`src/rtl/vln_pkg.sv`:
```
// Package for the vector length normalizer: widths, stage payload types.
// Used by the interfaces, the root and divide stages and the top level.
`default_nettype none
package vln_pkg;

    localparam int CW   = 16;            // component width, Q8.8
    localparam int UF   = 14;            // fraction bits of a unit result
    localparam int UW   = 16;            // unit output width
    localparam int MW   = 17;            // magnitude output width
    localparam int SQW  = 2 * CW;        // one square
    localparam int SUMW = SQW + 2;       // sum of four squares
    localparam int RW   = SUMW / 2;      // root width
    localparam int DQ   = UF + 1;        // quotient bits, quotient never exceeds 2^UF
    localparam int DCW  = RW + UF;       // divider remainder width
    localparam int DIMW = 3;             // dimension register width

    localparam logic [DIMW-1:0] DIM_RESET = 3'd3;

    typedef struct packed {
        logic [3:0][CW-1:0] mag;
        logic [3:0]         neg;
    } t_side;

    typedef struct packed {
        logic [SUMW-1:0] rem;
        logic [RW-1:0]   root;
        t_side           side;
    } t_sqrt;

    typedef struct packed {
        logic [RW-1:0]           len;
        logic [3:0]              neg;
        logic [3:0][DCW-1:0]     rem;
        logic [3:0][DQ-1:0]      quo;
    } t_div;

endpackage
`default_nettype wire

```
`src/rtl/vln_div_stage.sv`:
```
// One registered restoring-division step for all four lanes: resolves quotient bit BIT.
// Depends on vln_pkg for the t_div payload type.
`default_nettype none
module vln_div_stage #(
    parameter int BIT = 0
) (
    input  wire logic          i_clk,
    input  wire logic          i_en,
    input  wire vln_pkg::t_div i_d,
    output vln_pkg::t_div      o_q
);
    localparam int TW = vln_pkg::DCW + 1;

    logic [TW-1:0]  trial;
    vln_pkg::t_div  n_q;
    vln_pkg::t_div  r_q;

    always_comb begin
        trial = TW'(i_d.len) << BIT;
        n_q   = i_d;
        for (int l = 0; l < 4; l++) begin
            if (TW'(i_d.rem[l]) >= trial) begin
                n_q.rem[l]      = i_d.rem[l] - vln_pkg::DCW'(trial);
                n_q.quo[l][BIT] = 1'b1;
            end
        end
    end

    always_ff @(posedge i_clk) begin
        if (i_en) begin
            r_q <= n_q;
        end
    end

    assign o_q = r_q;
endmodule
`default_nettype wire

```
`config.mk`:
```
export PLATFORM = sky130hd
export DESIGN_NAME = vln_div_stage
export DESIGN_NICKNAME = d
export VERILOG_FILES = /design/src/rtl/vln_pkg.sv /design/src/rtl/vln_div_stage.sv
export SDC_FILE = /design/constraint.sdc
export NUM_CORES = 1
export LEC_CHECK = 0
export ABC_AREA = 1
export BUFFER_PORTS_ARGS = -buffer_cell sky130_fd_sc_hd__buf_2
export CORE_MARGIN = 2
export CORE_UTILIZATION = 58
export CTS_CLUSTER_SIZE = 16
export DETAILED_ROUTE_END_ITERATION = 6
export PLACE_DENSITY = 0.88
export SLEW_MARGIN = 20
export SYNTH_ARGS = -nofsm -noshare
export SYNTH_HDL_FRONTEND = slang
export SYNTH_SLANG_ARGS = --single-unit
```
`constraint.sdc`:
```
create_clock -name i_clk -period 5 [get_ports i_clk]
set_input_delay 0.75 -clock i_clk [delete_from_list [all_inputs] [get_ports i_clk]]
set_output_delay 0.75 -clock i_clk [all_outputs]
set_load 0.05 [all_outputs]
```
# Yosys cells after proc, flatten, opt, wreduce, memory -nomap -nowiden
# Index checks and enable logic that the tools add are counted.
[totals] inputBits=207 out_inout_bits=205 word_cells=26 ff_bits=205
[op_classes] muxes=4 magnitude_cmp=4 add_sub_neg=4
[ops] operator="$ge A31 B17 Y1" n=4
[ops] operator="$mux W31" n=4
[ops] operator="$sub A31 B17 Y31" n=4

# Logic depth before layout (Yosys ltp)
[logic_depth] word_depth=2 depth_mapped=17 ltp_nobuf=15

# Worst setup path before layout
# Ideal clock, no wire load.
[synth_path] kind="input port to flip-flop" startpoint="input port i_d[153] (netlist name)" endpoint="register r_q, in the netlist o_q[169] (data pin)" arrival_ps=2157 setup_ps=253 path_buffers=0 slack_ps=2590 required_ps=4747 path_stages=11 path_cell_list="inv_1 -> ha_1 -> fa_1 -> o21ai_0 -> nand2_1 -> nand2_1 -> nand2_1 -> nand2_1 -> nand2_1 -> nand3_1 -> nand2_1"
[synth_rtl] element="start: declaration" line_no="vln_div_stage.sv:9" source="input wire vln_pkg::t_div i_d,"
[synth_rtl] element="end signal: assignment" line_no="vln_div_stage.sv:31" source="r_q <= n_q;"
[synth_rtl] element="end: declaration" line_no="vln_div_stage.sv:16" source="vln_pkg::t_div r_q;"

==> metrics.md <==
| Metric | Value |
|---|---|
| CTS tree | done |
| Slowest-stage cell, CP | inv_4 |
| Cell variety after synth | 39 |
| Die width | 162.6 um |
| Number of max-cap violations | 0 |
| DR DRC count | 3 |
| Synth Cell Area | 14,590 um2 |
| # resized after CTS | 0 |
| Initial Util | 58.45% |
| Lkg Pwr | 9.091 nW |
| First drt pass iteration count | 7 |
| Sw frac | 38.25% |
| Total power draw | 5.660 mW |
| DIE AREA | 26,440 um2 |
| PD cells | 320.3 nW/um2 |
| FF+latch count, synth | 205 |
| Final worst slack | 2217 ps |
| First-pass GRT wire length | 73,950 um |
| Hpwl dp | 39,850 um |
| Crit path launch type | input port |
| Crit path required time | 5390 ps |
| CP delay by family, top | simple AND/OR/NAND/NOR gates |
| Min-Delay Path Class | input port to register |
| Most used cell along the critical path | nand2_1 |
| Die H | 162.6 um |
| Vias in the first global route | 13,870 |
| RSZ-0062 raised after global routing | false |
| Yosys Warn Count | 0 |
| Clk sinks | 205 |
| Rel. slew slack | 47.38% |
| Clk pwr share | 28.5% |
| Final core occ | 70.79% |
| DRT Wirelength | 49,490 um |
| Final min period | 2783 ps |
| Cells on Worst Hold Path | 1 |
| Seq pwr share | 38.7% |
| Register area share after synthesis | 42.19% |
| Post-CTS setup buffers | 0 |
| Final nets | 2,691 |
| CP Depth | 12 |
| Remaining global-route overflow | 0 |
| Root Buffer | clkbuf_16 |
| Placed cells | 2,716 |
| Status | finished with violations |
| CTS clock-pin slew for the worst setup and hold paths | 60 ps |
| Worst-Margin Slew | 789.2 ps |
| CP Max Fanout | 27 |
| Max reg flops | 205 |
| Worst slack at placement | 1746 ps |
| Combinational Power Share | 32.8% |
| Core area | 24,960 um2 |
| Hold slack | 398.8 ps |
| DR vias | 14,800 |
| Most frequent cells in the layout | 793 x nand2_1, 410 x buf_2, 324 x inv_1, 205 x edfxtp_1, 172 x nor2_1 |
| Reported net switching power | 2.165 mW |
| Vias/cell | 5.364 |
| Mapped Cells | 1,988 |
| Setup violators final | 0 |
| Share of cells above drive strength 1 | 21.70% |
| Worst-path cell chain | buf_2 > inv_1 > ha_1 > a21oi_2 > nand2_1 > nor2_2 > nand2_1 > a21oi_1 > nand2_2 > inv_4 > nand2_1 > nand2_1 |
| Num rows | 58 |
| Max frequency | 359.3 MHz |
| # IOs | 412 |
| Initial antenna violation count | 1 |
| Largest net degree at the start of global routing | 94 |
| CP Buf/Inv Count | 3 |
| Internal | 3.496 mW |
| Post-route ant nets | 0 |
| Placement Cell Area | 16,950 um2 |
| Tcrit/Tclk final | 55.66% |
| Setup TNS | 0 ps |
| CP Data Arrival Time | 3170 ps |
| WL/cell | 17.93 um |
| Drt initial violations | 1,436 |
| Hold Buf Count CTS | 0 |
| Design area | 17,670 um2 |
| Syn-to-layout area delta | 21.12% |
| Syn nets | 2,267 |
| CTS Buffer Depth | 3 |
| RD Place Congestion | 0.9792 |
| Avg Inst Size Synth | 7.339 um2 |
| Commonest non-fill, non-tap cell in the layout | nand2_1 |
| Max stage delay on crit path | 420 ps |
| Non-Filler Instances | 2,760 |
| H-tree depth | 1 |
| Overall global routing resource usage | 36.46% |
| Worst vdd ir | 0.2936 mV |
| Final Hold Viols | 0 |
| WS Path Type | input port to register |
| Final Max Slew Viols | 0 |
| Crit path capture type | register |
| PortBufs | 411 |
| Failing checks | DRC |
| CTS Buf Count | 24 |
-- power by group through the flow --
| stage | combinational, mW | clock [mW] | sequential (mW) |
|---|---|---|---|
| after global routing | 1.98 | 1.69 | 2.20 |
| after global placement | 1.80 | 0 | 2.22 |
| after floorplan | 0.626 | 0 | 2.86 |
| after detailed placement | 1.83 | 0 | 2.22 |
| final | 1.86 | 1.61 | 2.19 |
| after CTS | 1.84 | 1.63 | 2.19 |
-- cell type report --
| cell class | instances | area, um2 |
|---|---|---|
| Timing Repair Buffer | 415 | 2096 |
| Fill cell | 2121 | 7292 |
| Antenna cell | 1 | 2.502 |
| Multi-Input combinational cell | 1433 | 7024 |
| Inverter | 333 | 1257 |
| Sequential cell | 205 | 6156 |
| Clock inverter | 13 | 78.83 |
| Clock buffer | 30 | 644.4 |
| Tap cell | 330 | 412.9 |
-- layer usage --
metal | vias to the layer above | wire length [um] | GRT usage, %
met3 | 150 | 4746 | 5.602
met4 | 0 | 2848 | 18.62
li1 | 7145 | - | -
met2 | 832 | 22630 | 59.92
met5 | - | 0 | 0
met1 | 6677 | 19270 | 46.99
-- synth_stat cells (all sizes together) --
master	count	area (um2)
o211ai	1	7.510
and3	2	12.51
nand4	20	125.1
nand3b	5	37.54
nor3	32	165.2
nand3	117	590.6
inv	332	1254
nor3b	1	7.510
xor2	49	429.2
nand2	807	3074
clkinv	1	3.750
nor4	1	6.260
o21ai	19	98.85
edfxtp	205	6156
buf	17	152.7
and2	7	43.79
fa	4	80.08
o21bai	5	37.54
a21boi	1	7.510
xnor2	6	52.55
nor2	182	713.2
ha	68	850.8
or2	6	37.54
a21oi	100	646.9
-- path summary, 6_finish.rpt --
kind  startpoint       end  slack [ps]
max     i_d[204]  o_q[137]        2220
min      i_d[33]   o_q[33]         400
-- cells by family after synthesis --
logic type / synth area share (%)
DFF: 42.19
and+or+nand+nor: 32.99
adders and majority gates: 6.380
buffers and inverters: 9.665
xor gates and xnor gates: 3.302
AOI/OAI and AO/OA: 5.471
(Power assumes the default switching activity.)
