**src/rtl/vln_pkg.sv**
```systemverilog
// Package for the vector length normalizer: widths, stage payload types.
// Used by the interfaces, the root and divide stages and the top level.
`default_nettype none
package vln_pkg;

    localparam int CW   = 16;            // component width, Q8.8
    localparam int UF   = 14;            // fraction bits of a unit result
    localparam int UW   = 16;            // unit output width
    localparam int MW   = 17;            // magnitude output width
    localparam int SQW  = 2 * CW;        // one square
    localparam int SUMW = SQW + 2;       // sum of four squares
    localparam int RW   = SUMW / 2;      // root width
    localparam int DQ   = UF + 1;        // quotient bits, quotient never exceeds 2^UF
    localparam int DCW  = RW + UF;       // divider remainder width
    localparam int DIMW = 3;             // dimension register width

    localparam logic [DIMW-1:0] DIM_RESET = 3'd3;

    typedef struct packed {
        logic [3:0][CW-1:0] mag;
        logic [3:0]         neg;
    } t_side;

    typedef struct packed {
        logic [SUMW-1:0] rem;
        logic [RW-1:0]   root;
        t_side           side;
    } t_sqrt;

    typedef struct packed {
        logic [RW-1:0]           len;
        logic [3:0]              neg;
        logic [3:0][DCW-1:0]     rem;
        logic [3:0][DQ-1:0]      quo;
    } t_div;

endpackage
`default_nettype wire

```
**src/rtl/vln_sqrt_stage.sv**
```systemverilog
// One registered step of the digit-by-digit square root: resolves root bit BIT.
// Depends on vln_pkg for the t_sqrt payload type.
`default_nettype none
module vln_sqrt_stage #(
    parameter int BIT = 0
) (
    input  wire logic           i_clk,
    input  wire logic           i_en,
    input  wire vln_pkg::t_sqrt i_d,
    output vln_pkg::t_sqrt      o_q
);
    localparam int TW = vln_pkg::SUMW + 1;

    logic [TW-1:0]        trial;
    vln_pkg::t_sqrt       n_q;
    vln_pkg::t_sqrt       r_q;

    always_comb begin
        trial = (TW'(i_d.root) << (BIT + 1)) | (TW'(1) << (2 * BIT));
        n_q   = i_d;
        if (TW'(i_d.rem) >= trial) begin
            n_q.rem       = i_d.rem - vln_pkg::SUMW'(trial);
            n_q.root[BIT] = 1'b1;
        end
    end

    always_ff @(posedge i_clk) begin
        if (i_en) begin
            r_q <= n_q;
        end
    end

    assign o_q = r_q;
endmodule
`default_nettype wire

```
**config.mk**
```make
export PLATFORM = sky130hd
export DESIGN_NAME = vln_sqrt_stage
export DESIGN_NICKNAME = d
export VERILOG_FILES = /design/src/rtl/vln_pkg.sv /design/src/rtl/vln_sqrt_stage.sv
export SDC_FILE = /design/constraint.sdc
export NUM_CORES = 1
export LEC_CHECK = 0
export BUFFER_PORTS_ARGS = -buffer_cell sky130_fd_sc_hd__buf_2
export CAP_MARGIN = 25
export CORE_MARGIN = 5
export CORE_UTILIZATION = 45
export DETAILED_ROUTE_END_ITERATION = 8
export GPL_ROUTABILITY_DRIVEN = 0
export PLACE_DENSITY = 0.84
export SETUP_SLACK_MARGIN = 0.15
export SYNTH_ARGS = -nofsm -noshare
export SYNTH_HDL_FRONTEND = slang
export SYNTH_SLANG_ARGS = --single-unit
```
**constraint.sdc**
```tcl
create_clock -name i_clk -period 11.2 [get_ports i_clk]
set_clock_uncertainty 0.05 [all_clocks]
set_input_delay 2.24 -clock i_clk [delete_from_list [all_inputs] [get_ports i_clk]]
set_output_delay 2.24 -clock i_clk [all_outputs]
set_load 0.05 [all_outputs]
```
# Yosys cells after proc, flatten, opt, wreduce, memory -nomap -nowiden
# Index checks and enable logic that the tools add are counted.
word_totals:
  ff_bits: 119
  output_inout_bits: 119
  word_cells: 11
op_classes:
  magnitude_cmp: 1
  addsub: 1
  muxes: 1
op_table:
  columns: ["cell", "n"]
  rows:
  - ["$ge A34 B18 Y1", 1]
  - ["$mux W34", 1]
  - ["$sub A34 B18 Y34", 1]

# Longest topological paths before layout
depth:
  ltp_word: 2
  ltp_mapped: 12
  ltp_nobuf: 9

# Worst setup path before layout
# OpenSTA, ideal clock, no wires.
synth_path:
  path_type: "input port to flip-flop"
  start: "input port i_d[113] in the netlist's numbering"
  end: "register r_q (netlist bit o_q[116]), data pin"
  arrival_time_ps: 4748
  n_path_buf: 0
  path_stages: 7
  t_required_ps: 10892
  path_slack_ps: 6144
  path_cell_list: "or4_4 -> or4_1 -> or4_1 -> a211o_1 -> o311a_1 -> and4_1 -> xor2_1"
synth_rtl:
  columns: ["item", "line", "source"]
  rows:
  - ["start: declaration", "vln_sqrt_stage.sv:9", "input wire vln_pkg::t_sqrt i_d,"]
  - ["end signal: assignment", "vln_sqrt_stage.sv:29", "r_q <= n_q;"]
  - ["end: declaration", "vln_sqrt_stage.sv:16", "vln_pkg::t_sqrt r_q;"]

==> run_results.csv <==
group,metric,value,unit
pwr,ir_worst_vdd,141,uV
finish,final_net_count,760,
worst_setup_path,cp-start-kind,"input pin",
synth,synth.distinct_cells,47,
global_routing,grt_max_degree,83,
min_path,worstHoldPathCells,1,
sta,fin_crit,5.40,ns
finish,stdcell_area,7130,um^2
sta,whs,1.96,ns
synth,synthFlopType,"edfxtp_1",
cts,clock_path_buffers,2,
worst_setup_path,path_buf_inv,2,
worst_setup_path,cp_num_cells,9,
sta,setup_viol_count_final,0,
sta,finalCritPeriodShare,48.2,%
worst_setup_path,critPathRequiredTime,11.28,ns
placement,place_ws,5.40,ns
finish,layout-drive-gt1-share,44.7,%
synth,synthesis.nets,508,
placement,io_buffers,239,
worst_setup_path,path_common_cell,"or4_1",
die,num_rows,39,
detailed_routing,wirelength,15000,um
job,cap_violations,0,
finish,largest_reg_flops,119,
synth,syn_area,5170,um^2
cts,cts_made_buffers,17,
cts,clock-sinks,119,
sta,hold_viol_final,0,
synth,syn-instance-count,368,
placement,numPlacedInstances,744,
worst_setup_path,crit_fanout,26,
synth,synth_area_per_cell,14.0,um^2
sta,tightest_slew,1.02,ns
pwr,combPwrFrac,21.1,%
cts,cts_resized,0,
sta,clock.fmax,185,MHz
detailed_routing,vias,3979,
placement,dpl.hpwl,11400,um
global_routing,grt_pass1_wl,21500,um
global_routing,antenna_found_initial,2,
finish,area_growth,37.9,%
sta,slew_headroom,31.9,%
pwr,p_sw_share,30.9,%
pwr,internal_power,0.961,mW
detailed_routing,drcViolationCount,0,
die,die_h,117,um
global_routing,overflow,0,
sta,setup_ws,5.80,ns
worst_setup_path,cp.arrival,5.48,ns
synth,synthMostInstantiatedCell,"edfxtp_1",
die,dieArea,13700,um^2
synth,synth_top_area_share,69.1,%
die,die_w,117,um
cts,cts_hold_buf,0,
synth,ys_warn_count,0,
cts,cts_root_buf,"clkbuf_16",
status,status,"finished clean",
pwr,p_leak,3.11,nW
sta,rsz0062_at_grt,"no",
synth,ys_ff_latch,119,
pwr,power.net_switching,0.431,mW
finish,num-fill-cells,886,
synth,synth.top_cells.by_area,"edfxtp_1 69%, ha_1 4.4%, xor2_1 2.7%, nand2_1 2.5%, xnor2_1 2.4%",
worst_setup_path,cp_top_family,"simple AND/OR/NAND/NOR gates",
cts,cts_tree,"built",
sta,drv_slew,0,
worst_setup_path,cpMaxStageDelayCell,"or4_1",
detailed_routing,vias_per_cell,5.12,
synth,synth_area_leader_cell,"edfxtp_1",
cts,post-cts-setup-buffers,0,
worst_setup_path,critPathMaxStageDelay,0.56,ns
cts,cts_max_level,4,
die,io_pins,240,
pwr,pwr-share-seq,39.6,%
global_routing,track_usage,21.1,%
sta,finalSetupTns,0,ns
worst_setup_path,critPathKind,"in -> reg",
global_routing,first_global_vias,4029,
die,initial_core_util,45.7,%
worst_setup_path,crit_chain,"buf_2 > or4_4 > or4_1 > or4_1 > a211o_1 > nor3_4 > buf_4 > a2111oi_0 > xor2_1",
pwr,p_per_area,195,nW/um^2
die,core,11300,um^2
finish,fin_util,63.0,%
synth,synth-edff-count,119,
cts,cts.clk_slew.worst_paths,0.06,ns
detailed_routing,drt_pass1_iterations,5,
min_path,hold_path_class,"in -> reg",
worst_setup_path,end_kind,"flip-flop",
detailed_routing,antenna_left,0,
finish,instances_no_fill,777,
pwr,power.total,1.39,mW
placement,postPlaceCellArea,6520,um^2
synth,yosysSeqAreaShare,69.1,%
pwr,clkPwrFrac,39.3,%
synth,synthTopCellsByCount,"119 x edfxtp_1, 35 x nand2_1, 23 x inv_1",
detailed_routing,drtIter0Drc,444,
synth,synth-async-reset-ratio,0,%
detailed_routing,wl_per_cell,19.3,um
## cell type report
| class | instances | area, um^2 | share of cell area [%] |
|---|---|---|---|
| antenna | 1 | 2.50 | 0.0351 |
| clock buffer | 17 | 425 | 5.96 |
| clock inverter | 15 | 180 | 2.53 |
| inverter | 23 | 86.3 | 1.21 |
| multi-input combinational | 218 | 1470 | 20.6 |
| sequential | 119 | 3570 | 50.1 |
| tap | 143 | 179 | 2.51 |
| timing repair buffer | 241 | 1210 | 17.0 |
## routing by layer
layer	vias up	global-route usage, %	wire length [um]
met5	-	0	13
met2	194	38.7	7840
li1	1891	-	-
met4	2	6.57	286
met3	23	7.30	1510
met1	1869	22.8	5310
## power groups by stage
stage / logic (mW) / registers (mW) / clock network [mW]
after floorplan: 0.0578 / 0.704 / 0
after global placement: 0.289 / 0.558 / 0
after detailed placement: 0.293 / 0.560 / 0
after CTS: 0.295 / 0.551 / 0.554
after global routing: 0.310 / 0.554 / 0.580
final: 0.294 / 0.551 / 0.548
## logic make-up after synthesis
logic type               count (synthesis)  share of synthesized area (%)
adder cells (fa/ha/maj)                 19                           4.74
AO/OA/AOI/OAI                           76                           9.46
flip-flops                             119                           69.1
buffers and inverters                   31                           2.42
AND/OR/NAND/NOR                         92                           8.95
multiplexers                             1                          0.218
XOR/XNOR                                30                           5.08
## placed cells by master, fill, tap and decap left out, types with 11 or more instances in the layout
| master | count |
|---|---|
| nor2_1 | 15 |
| clkbuf_16 | 17 |
| a21oi_1 | 17 |
| o21ai_0 | 21 |
| a21o_1 | 11 |
| edfxtp_1 | 119 |
| xor2_1 | 16 |
| xnor2_1 | 14 |
| inv_1 | 23 |
| buf_2 | 238 |
| ha_1 | 18 |
| nand2_1 | 35 |
## worst paths after layout
path	start	to
max	i_d[113]	o_q[114]
min	i_d[22]	o_q[22]
Power figures use the tool's default switching activity.
